--- src/sv/hdr_to_ldr_gamma_pack_unit_assert.svh ---
// ---------------------------------------------------------------------------
// HDR to LDR gamma pack: assertion macros
// Concurrent checks that compile away when SYNTHESIS is defined.
// ---------------------------------------------------------------------------
`ifndef HDR_TO_LDR_GAMMA_PACK_UNIT_ASSERT_SVH
`define HDR_TO_LDR_GAMMA_PACK_UNIT_ASSERT_SVH

`ifndef SYNTHESIS

`define HGP_ASSERT(lbl, clk, rst_n, prop) \
    lbl: assert property (@(posedge clk) disable iff (!rst_n) prop) \
        else $error("hgp assertion failed");

`define HGP_ASSERT_NEVER(lbl, clk, rst_n, expr) \
    `HGP_ASSERT(lbl, clk, rst_n, !(expr))

`else

`define HGP_ASSERT(lbl, clk, rst_n, prop)

`define HGP_ASSERT_NEVER(lbl, clk, rst_n, expr)

`endif

`endif

--- src/sv/hgp_pkg.sv ---
// ---------------------------------------------------------------------------
// HDR to LDR gamma pack: package
// Shared constants, types and the exponent factor table.
// ---------------------------------------------------------------------------
package hgp_pkg;

    localparam int LOG_STEPS = 16;
    localparam int EXP_STEPS = 16;
    localparam int LANE_LAT  = LOG_STEPS + EXP_STEPS + 6;
    localparam int QD_LAST   = LOG_STEPS + EXP_STEPS + 2;

    localparam int DIM_BITS  = 13;
    localparam logic [DIM_BITS-1:0] MAX_WIDTH  = 13'd4096;
    localparam logic [DIM_BITS-1:0] MAX_HEIGHT = 13'd4096;

    localparam logic [16:0] Q_ONE         = 17'h10000;
    localparam logic [31:0] SRGB_EXP      = 32'd27306;
    localparam logic [16:0] SRGB_LIN_MAX  = 17'd205;
    localparam logic [19:0] SRGB_SLOPE    = 20'd846725;
    localparam logic [16:0] SRGB_GAIN     = 17'd69140;
    localparam logic [17:0] SRGB_OFFSET   = 18'd3604;
    localparam logic [31:0] GAMMA_24_BITS = 32'h4019999A;
    localparam logic [31:0] GAMMA_NEAR    = 32'd41;
    localparam logic [31:0] P_MAX         = 32'hFFFFFFFF;
    localparam logic [5:0]  DIV_STEPS     = 6'd56;

    localparam logic [31:0] NORM_RESET  = 32'h3F800000;
    localparam logic [31:0] GAMMA_RESET = 32'h4019999A;

    typedef enum logic [1:0] {
        MODE_SRGB,
        MODE_POW,
        MODE_ZERO,
        MODE_ONE
    } t_mode;

    typedef enum logic [2:0] {
        REG_NORM   = 3'd0,
        REG_GAMMA  = 3'd1,
        REG_MONO   = 3'd2,
        REG_FLIP   = 3'd3,
        REG_WIDTH  = 3'd4,
        REG_HEIGHT = 3'd5
    } t_cfg_reg;

    typedef enum logic {
        DIV_IDLE,
        DIV_RUN
    } t_div_state;

    typedef struct packed {
        logic [31:0]         norm;
        logic [31:0]         pexp;
        t_mode               mode;
        logic                mono;
        logic                flip;
        logic [DIM_BITS-1:0] width;
        logic [DIM_BITS-1:0] height;
    } t_cfg;

    typedef logic [EXP_STEPS:0][31:0] t_dtab;

    function automatic logic [63:0] f_isqrt64(input logic [63:0] a);
        logic [63:0] v;
        logic [63:0] r;
        logic [63:0] b;
        v = a;
        r = '0;
        b = 64'h4000_0000_0000_0000;
        for (int j = 0; j < 32; j++) begin
            if (v >= r + b) begin
                v = v - (r + b);
                r = (r >> 1) + b;
            end else begin
                r = r >> 1;
            end
            b = b >> 2;
        end
        return r;
    endfunction

    function automatic t_dtab f_build_dtab();
        t_dtab       tab;
        logic [63:0] d;
        d = 64'h8000_0000;
        tab[0] = 32'h8000_0000;
        for (int i = 1; i <= EXP_STEPS; i++) begin
            d = f_isqrt64(d << 32);
            tab[i] = d[31:0];
        end
        return tab;
    endfunction

    localparam t_dtab D_TAB = f_build_dtab();

endpackage

--- src/sv/hgp_cfg.sv ---
// ---------------------------------------------------------------------------
// HDR to LDR gamma pack: configuration registers
// Holds the registers and derives the curve exponent, directly or with a serial divider.
// ---------------------------------------------------------------------------
module hgp_cfg
    import hgp_pkg::*;
(
    input  logic        i_clk,
    input  logic        i_rst_n,
    input  logic        i_cfg_valid,
    output logic        o_cfg_ready,
    input  logic [2:0]  i_cfg_index,
    input  logic [31:0] i_cfg_data,
    output logic        o_busy,
    output t_cfg        o_cfg
);

`include "hdr_to_ldr_gamma_pack_unit_assert.svh"

    logic [31:0]         r_norm;
    logic [31:0]         r_gamma;
    logic                r_mono;
    logic                r_flip;
    logic [DIM_BITS-1:0] r_width;
    logic [DIM_BITS-1:0] r_height;
    logic [31:0]         r_p;
    logic [31:0]         n_p;

    t_div_state r_state;
    t_div_state n_state;
    logic [23:0] r_div;
    logic [5:0]  r_sh;
    logic [5:0]  r_cnt;
    logic [23:0] r_rem;
    logic [55:0] r_quo;

    logic        wr;
    logic        wr_gamma;
    logic [7:0]  w_ge;
    logic [22:0] w_gm;
    logic [7:0]  w_ee;
    logic [8:0]  w_sh;
    logic        need_div;
    logic        p_direct;
    logic [24:0] d_rem2;
    logic        d_ge;
    logic [23:0] n_rem;
    logic [55:0] n_quo;
    logic [7:0]  g_e;
    logic [22:0] g_m;

    assign wr       = i_cfg_valid && o_cfg_ready;
    assign wr_gamma = wr && (i_cfg_index == REG_GAMMA);

    // exponent setup from the new gamma value
    always_comb begin
        w_ge     = i_cfg_data[30:23];
        w_gm     = i_cfg_data[22:0];
        w_ee     = (w_ge == 8'd0) ? 8'd1 : w_ge;
        w_sh     = 9'd166 - {1'b0, w_ee};
        need_div = 1'b0;
        p_direct = 1'b0;
        n_p      = '0;
        if (w_ge == 8'hFF) begin
            n_p      = '0;
            p_direct = 1'b1;
        end else if (w_ge == 8'd0 && w_gm == 23'd0) begin
            n_p      = P_MAX;
            p_direct = 1'b1;
        end else if (w_ee > 8'd166) begin
            n_p      = '0;
            p_direct = 1'b1;
        end else if (w_sh >= {3'b0, DIV_STEPS}) begin
            n_p      = P_MAX;
            p_direct = 1'b1;
        end else begin
            need_div = 1'b1;
        end
    end

    always_comb begin
        d_rem2 = {r_rem, (r_cnt == r_sh)};
        d_ge   = (d_rem2 >= {1'b0, r_div});
        n_rem  = d_ge ? 24'(d_rem2 - {1'b0, r_div}) : d_rem2[23:0];
        n_quo  = {r_quo[54:0], d_ge};
    end

    always_comb begin
        n_state = r_state;
        case (r_state)
            DIV_IDLE: begin
                if (wr_gamma && need_div) n_state = DIV_RUN;
            end
            DIV_RUN: begin
                if (r_cnt == 6'd0) n_state = DIV_IDLE;
            end
            default: n_state = DIV_IDLE;
        endcase
    end

    always_comb begin
        case (r_state)
            DIV_IDLE: begin
                o_busy      = 1'b0;
                o_cfg_ready = 1'b1;
            end
            DIV_RUN: begin
                o_busy      = 1'b1;
                o_cfg_ready = 1'b0;
            end
            default: begin
                o_busy      = 1'b0;
                o_cfg_ready = 1'b1;
            end
        endcase
    end

    always_ff @(posedge i_clk) begin
        if (!i_rst_n) begin
            r_state  <= DIV_IDLE;
            r_norm   <= NORM_RESET;
            r_gamma  <= GAMMA_RESET;
            r_mono   <= 1'b0;
            r_flip   <= 1'b0;
            r_width  <= MAX_WIDTH;
            r_height <= MAX_HEIGHT;
            r_p      <= '0;
        end else begin
            r_state <= n_state;
            if (wr) begin
                case (t_cfg_reg'(i_cfg_index))
                    REG_NORM:   r_norm   <= i_cfg_data;
                    REG_GAMMA:  r_gamma  <= i_cfg_data;
                    REG_MONO:   r_mono   <= i_cfg_data[0];
                    REG_FLIP:   r_flip   <= i_cfg_data[0];
                    REG_WIDTH:  r_width  <= i_cfg_data[DIM_BITS-1:0];
                    REG_HEIGHT: r_height <= i_cfg_data[DIM_BITS-1:0];
                    default: ;
                endcase
            end
            if (wr_gamma && p_direct) r_p <= n_p;
            if (r_state == DIV_RUN && r_cnt == 6'd0) begin
                r_p <= (|n_quo[55:32]) ? P_MAX : n_quo[31:0];
            end
        end
    end

    always_ff @(posedge i_clk) begin
        if (r_state == DIV_IDLE) begin
            r_div <= w_ge == 8'd0 ? {1'b0, w_gm} : {1'b1, w_gm};
            r_sh  <= w_sh[5:0];
            r_cnt <= DIV_STEPS - 6'd1;
            r_rem <= '0;
            r_quo <= '0;
        end else begin
            r_cnt <= r_cnt - 6'd1;
            r_rem <= n_rem;
            r_quo <= n_quo;
        end
    end

    // output view of the registers
    always_comb begin
        g_e = r_gamma[30:23];
        g_m = r_gamma[22:0];
        if (r_gamma >= GAMMA_24_BITS - GAMMA_NEAR && r_gamma <= GAMMA_24_BITS + GAMMA_NEAR) begin
            o_cfg.mode = MODE_SRGB;
        end else if (g_e == 8'hFF && g_m != 23'd0) begin
            o_cfg.mode = MODE_ZERO;
        end else if (r_gamma[31]) begin
            o_cfg.mode = MODE_ONE;
        end else begin
            o_cfg.mode = MODE_POW;
        end
        o_cfg.pexp   = (o_cfg.mode == MODE_SRGB) ? SRGB_EXP : r_p;
        o_cfg.norm   = r_norm;
        o_cfg.mono   = r_mono;
        o_cfg.flip   = r_flip;
        o_cfg.width  = (r_width == '0) ? DIM_BITS'(1) :
                       (r_width > MAX_WIDTH) ? MAX_WIDTH : r_width;
        o_cfg.height = (r_height == '0) ? DIM_BITS'(1) :
                       (r_height > MAX_HEIGHT) ? MAX_HEIGHT : r_height;
    end

    `HGP_ASSERT(a_busy_from_gamma, i_clk, i_rst_n, $rose(o_busy) |-> $past(wr_gamma))
    `HGP_ASSERT(a_div_ends, i_clk, i_rst_n, (r_state == DIV_RUN && r_cnt == 6'd0) |=> (r_state == DIV_IDLE))

endmodule

--- config.mk ---
export PLATFORM = sky130hd
export DESIGN_NAME = hgp_cfg
export DESIGN_NICKNAME = d
export VERILOG_FILES = /design/src/sv/hgp_pkg.sv /design/src/sv/hgp_cfg.sv
export VERILOG_INCLUDE_DIRS = /design/src /design/src/sv
export SDC_FILE = /design/constraint.sdc
export NUM_CORES = 1
export LEC_CHECK = 0
export BUFFER_PORTS_ARGS = -buffer_cell sky130_fd_sc_hd__buf_2
export CORE_MARGIN = 3
export CORE_UTILIZATION = 62
export CTS_CLUSTER_SIZE = 30
export DETAILED_ROUTE_END_ITERATION = 10
export GPL_TIMING_DRIVEN = 0
export PLACE_DENSITY = 0.95
export SKIP_CTS_REPAIR_TIMING = 1
export SLEW_MARGIN = 10
export SYNTH_ARGS = -nofsm -noshare
export SYNTH_HDL_FRONTEND = slang
export SYNTH_SLANG_ARGS = --single-unit
--- constraint.sdc ---
create_clock -name i_clk -period 5.2 [get_ports i_clk]
set_input_delay 0.52 -clock i_clk [delete_from_list [all_inputs] [get_ports i_clk]]
set_output_delay 0.52 -clock i_clk [all_outputs]
set_load 0.05 [all_outputs]
# Word level (Yosys, flattened, before mapping)
# Cells that the tools add are included.
# classes
magnitude_cmp	7
eq_ne	8
bitwise	1
addsub	3
mux	31
n_reduce_logical	24
div	0
shifts	0
mul	0
# ops
op	n
$mux 32	8
$mux 13	4
$mux 24	2
$ge 32x31->1 const B	1
$le 32x31->1 const B	1
$gt 13x13->1 const B	2
$logic_not 13->1	2
$ge 25x24->1	1
$reduce_or 24->1	1
$sub 24x24->24	1
$logic_not 23->1	1
$reduce_bool 23->1	1
$eq 8x8->1 const B	2
$reduce_and 2->1	6
$mux 1	10
$ge 9x6->1 const B	1
$sub 8x8->9 const A	1
$gt 8x8->1 const B	1
$logic_and 1x1->1	8
$logic_not 8->1	1
$mux 8	1
$eq 3x2->1 const B	2
$eq 3x3->1 const B	2
$eq 6x6->1	1
other kinds (9)	13
# totals
ramBits	0
romBits	0
memories	0
output_inout_bits	96
word_cells	87
latch_bits	0
reg_bits	240
input_bits	38

# Longest topological paths before layout
# depth
ltp_word	11
ltp_mapped	13
mapped_depth_nobuf	13

# Worst setup path before layout
# OpenSTA, ideal clock, no wires.
# synth_path
kind	register to output
startpoint	register r_state
endpoint	output o_cfg_ready
required_time_ns	4.680
arrival_time_ns	2.560
slack_ns	2.120
path_stages_with_launch	5
path_buffers	3
path_cell_list	dfxtp_1 > clkbuf_1 > inv_1 > clkbuf_1 > clkbuf_1
# synth_via
elab_chain_cells	2
# synth_rtl
item	line	source
start, declared	hgp_cfg.sv:29	t_div_state r_state;
start signal, assigned	hgp_cfg.sv:129	r_state <= n_state;
$not 1->1	n/a	
$pmux 1 s2 (*)	hgp_cfg.sv:102	case (r_state)
end, declared	hgp_cfg.sv:11	output logic o_cfg_ready,
# Every way passes the cells marked *; elsewhere a longest branch is shown, timed or not.

# Final worst setup path
# layout_path
startpoint	register r_sh[3]
endpoint	register r_rem[18]
# layout_via
elab_chain_cells	3
word_cells_on_any_way	4
classes_between	add/sub: 1; order compare: 1; eq/ne: 1; mux: 1
# layout_rtl
item	line	source
start, declared	hgp_cfg.sv:32	logic [5:0] r_sh;
start signal, assigned	hgp_cfg.sv:151	r_sh <= w_sh[5:0];
$eq 6x6->1 (*)	hgp_cfg.sv:82	d_rem2 = {r_rem, (r_cnt == r_sh)};
$sub 24x24->24 or $ge 25x24->1 (tied branches)	hgp_cfg.sv:84, hgp_cfg.sv:83	
$mux 24 (*)	hgp_cfg.sv:84	n_rem = d_ge ? 24'(d_rem2 - {1'b0, r_div}) : d_rem2[23:0];
end signal, assigned	hgp_cfg.sv:157	r_rem <= n_rem;
end, declared	hgp_cfg.sv:34	logic [23:0] r_rem;
# Marks and branches as above.
# A chain may end at the register's enable or synchronous reset.

==> out/results.txt <==
status -> finished clean
Gate Count Post-Synth -> 1,158
TritonCTS Buffers -> 24
Synth Area in Simple Gates -> 24.73%
fin cells -> 1,551
xor/xnor cell area share of the yosys netlist -> 2.253%
pins over their slew limit -> 0
largest family of logic cells by synthesized area -> simple AND/OR/NAND/NOR gates
Mapped Area -> 10,110 µm²
largest net degree at the start of global routing -> 26
Post-DP HPWL -> 18,680 µm
Final Core Density -> 74.38%
most frequent CP cell -> a21oi_1
height of the die -> 133.7 µm
Core Area -> 15,940 µm²
adder-cell share of the synthesized area -> 3.417%
Inst Count DP -> 1,506
crit start category -> flop
GRT Total Usage -> 30.38%
synth top area cells -> dfxtp_1, edfxtp_1, nand2_1
Final Skew -> 0.02276 ns
initial antenna violation count -> 2
fillers -> 1,035
Async S/R FF share, synth -> 0%
Hold Path Class -> in2reg
vias per inst -> 6.023
die width -> 133.7 µm
slowest stage delay, CP -> 0.44 ns
CTS Buffer Depth -> 3
GP Congestion -> 0.9029
worst path cell trace -> xor2_1 > nor4_1 > nand3_1 > ha_1 > fa_1 > nand2b_1 > a21oi_1 > o2111ai_1 > a21oi_1 > nand2_1 > mux2_2 > o21ai_0 > a21oi_1
Starting DRT DRC Count -> 1,027
GRT Residual Overflow -> 0
Slowest cell on crit path -> a21oi_1
die area -> 17,870 µm²
mux cell area share after synthesis -> 2.005%
top-area cell type share of the netlist area -> 41.59%
Final Cycle Share -> 70.16%
Syn Nets -> 1,223
I/O pin count -> 134
Avg WL per Cell -> 18.32 µm
Worst-path clk slew -> 0.06 ns
Layout Nets -> 1,381
Synth warnings -> 0
Arr. time, crit path -> 4.01 ns
RSZ-0062 raised after global routing -> false
CTS sink cnt -> 240
top-count cell post-synth -> nand2_1
Unique masters post-synth -> 56
Synth area leader -> dfxtp_1
post-synthesis compound-gate area fraction -> 12.96%
register area share after synthesis -> 50.51%
Slew HR -> 33.20%
Area Overhead vs Synth -> 17.32%
DRT antenna net count -> 0
first-pass GRT wire length -> 44,470 µm
Worst Tran Pin Value -> 0.9943 ns
H-tree depth -> 1
endpoints failing setup -> 0
PD cells -> 340.7 nW/µm²
Fmax -> 274.1 MHz
Starting Density -> 63.40%
Leak -> 4.865 nW
critical path fanouts, max -> 4
#FFs+latches synth -> 240
via count -> 9,341
Worst VDD drop -> 0.0003015 V
maxcap violations -> 0
root buf cell -> clkbuf_16
CP Capture Type -> flop
IO Port Bufs -> 131
commonest cells in the synthesized netlist -> nand2_1, dfxtp_1, a21oi_1, clkbuf_1, and2_1
number of synthesized flops with an enable pin -> 30
worst setup path class -> reg2reg
min Tclk post-route -> 3.648 ns
Syn Area/Cell -> 8.728 µm²
layout cells sized above 1 -> 14.84%
final WL -> 28,410 µm
# rows -> 46
CP required -> 5.57 ns
Post-route DRC -> 0
Total Neg Setup Slack -> 0 ns
Clock Latency Late Sink -> 0.54 ns
TritonCTS clock tree -> done
TritonRoute pass-1 iters -> 8
vias in the first global route -> 9,076
Main synth FF type -> dfxtp_1
Fin. Hold Viols -> 0
## final cells by class
type	count	area (µm²)	share of cell area [%]
Antenna cell	1	2.502	0.02110
Buffer	68	286.5	2.416
Clock buffer	30	633.1	5.339
Clock inverter	14	160.2	1.351
Inverter	35	131.4	1.108
Multi-Input combinational cell	815	4586	38.67
Sequential cell	240	5105	43.05
Tap cell	216	270.3	2.279
Timing Repair Buffer	132	683.2	5.761
## sequential cells by signal (all words and copies together) (netlist names)
signal and count:
r_cnt 6, r_flip 1, r_norm 32, r_mono 1, r_sh 6, r_state 1, r_width 13, r_p 32
r_div 24, r_gamma 32, r_quo 55, r_rem 24, r_height 13
## where the power goes
group	internal (mW)	switching (mW)	leakage, nW
Clock	0.980	0.749	0.388
Sequential	1.91	0.0220	2.01
Combinational	0.101	0.275	2.46
Total	2.99	1.05	4.87
## critical path, delay by kind of cell, from the launching register on
family	cells	cell delay [ns]
xor gates and xnor gates	1	0.16
and+or+nand+nor	4	0.80
muxes	1	0.28
adders and majority gates	2	0.67
DFF	1	0.39
AOI/OAI and AO/OA	5	1.18
## placed cells by master (no fill, tap or decap), types with 5 or more instances in the layout
cell type	netlist	routed
nand2_1	237	237
dfxtp_1	210	210
buf_2	0	131
a21oi_1	94	94
clkbuf_1	63	67
and2_1	59	59
nor2_1	52	52
nor2b_1	49	49
o21ai_0	42	42
a31oi_1	38	38
nand3_1	37	37
inv_1	34	34
edfxtp_1	30	30
ha_1	26	26
clkbuf_16	0	24
nor4_1	19	19
mux2i_1	18	18
xnor2_1	17	17
nor3_1	17	17
nand2b_1	13	13
or2_2	11	11
xor2_1	9	9
a21o_1	9	9
and3_1	7	7
nand4_1	6	6
clkinv_2	0	6
o21a_1	5	5
## through the flow
step	total power [mW]	setup WS (ns)	instance area [µm²]	hold slack [ns]
finish	4.040	1.552	11860	0.2102
global route	4.142	1.374	11860	0.2110
CTS	4.029	1.639	11860	0.1998
detailed placement	2.337	1.719	11060	0.4336
global placement	2.325	1.332	11030	0.4291
floorplan	2.229	2.120	10110	0.4061
## path summary, 6_finish.rpt
| path | start | to | slack [ns] | cells after the start |
|---|---|---|---|---|
| setup / recovery | r_sh[3] | r_rem[18] | 1.55 | 13 |
| hold / removal | i_cfg_data[18] | r_div[18] | 0.21 | 1 |
| setup reg to reg | r_sh[3] | r_rem[18] | 1.55 | 13 |
| hold reg to reg | r_quo[50] | r_quo[51] | 0.45 | 1 |
## layer usage
| layer | GRT usage [%] | share of wire, % | up-vias |
|---|---|---|---|
| met5 | 0 | 0 | - |
| met4 | 15.54 | 5.2 | 0 |
| met3 | 6.609 | 9.4 | 162 |
| met2 | 51.55 | 48 | 578 |
| met1 | 36.44 | 37 | 4353 |
| li1 | - | - | 4248 |
## cell families (layout without fill, tap and decap cells)
kind of cell | after synthesis | count (layout)
AO/OA/AOI/OAI | 220 | 220
XOR/XNOR | 26 | 26
adder cells (fa/ha/maj) | 27 | 27
buffers and inverters | 103 | 279
flip-flops | 240 | 240
multiplexers | 20 | 20
other | 0 | 1
AND/OR/NAND/NOR | 522 | 522
Note: power is estimated with default switching activity, not from simulation.
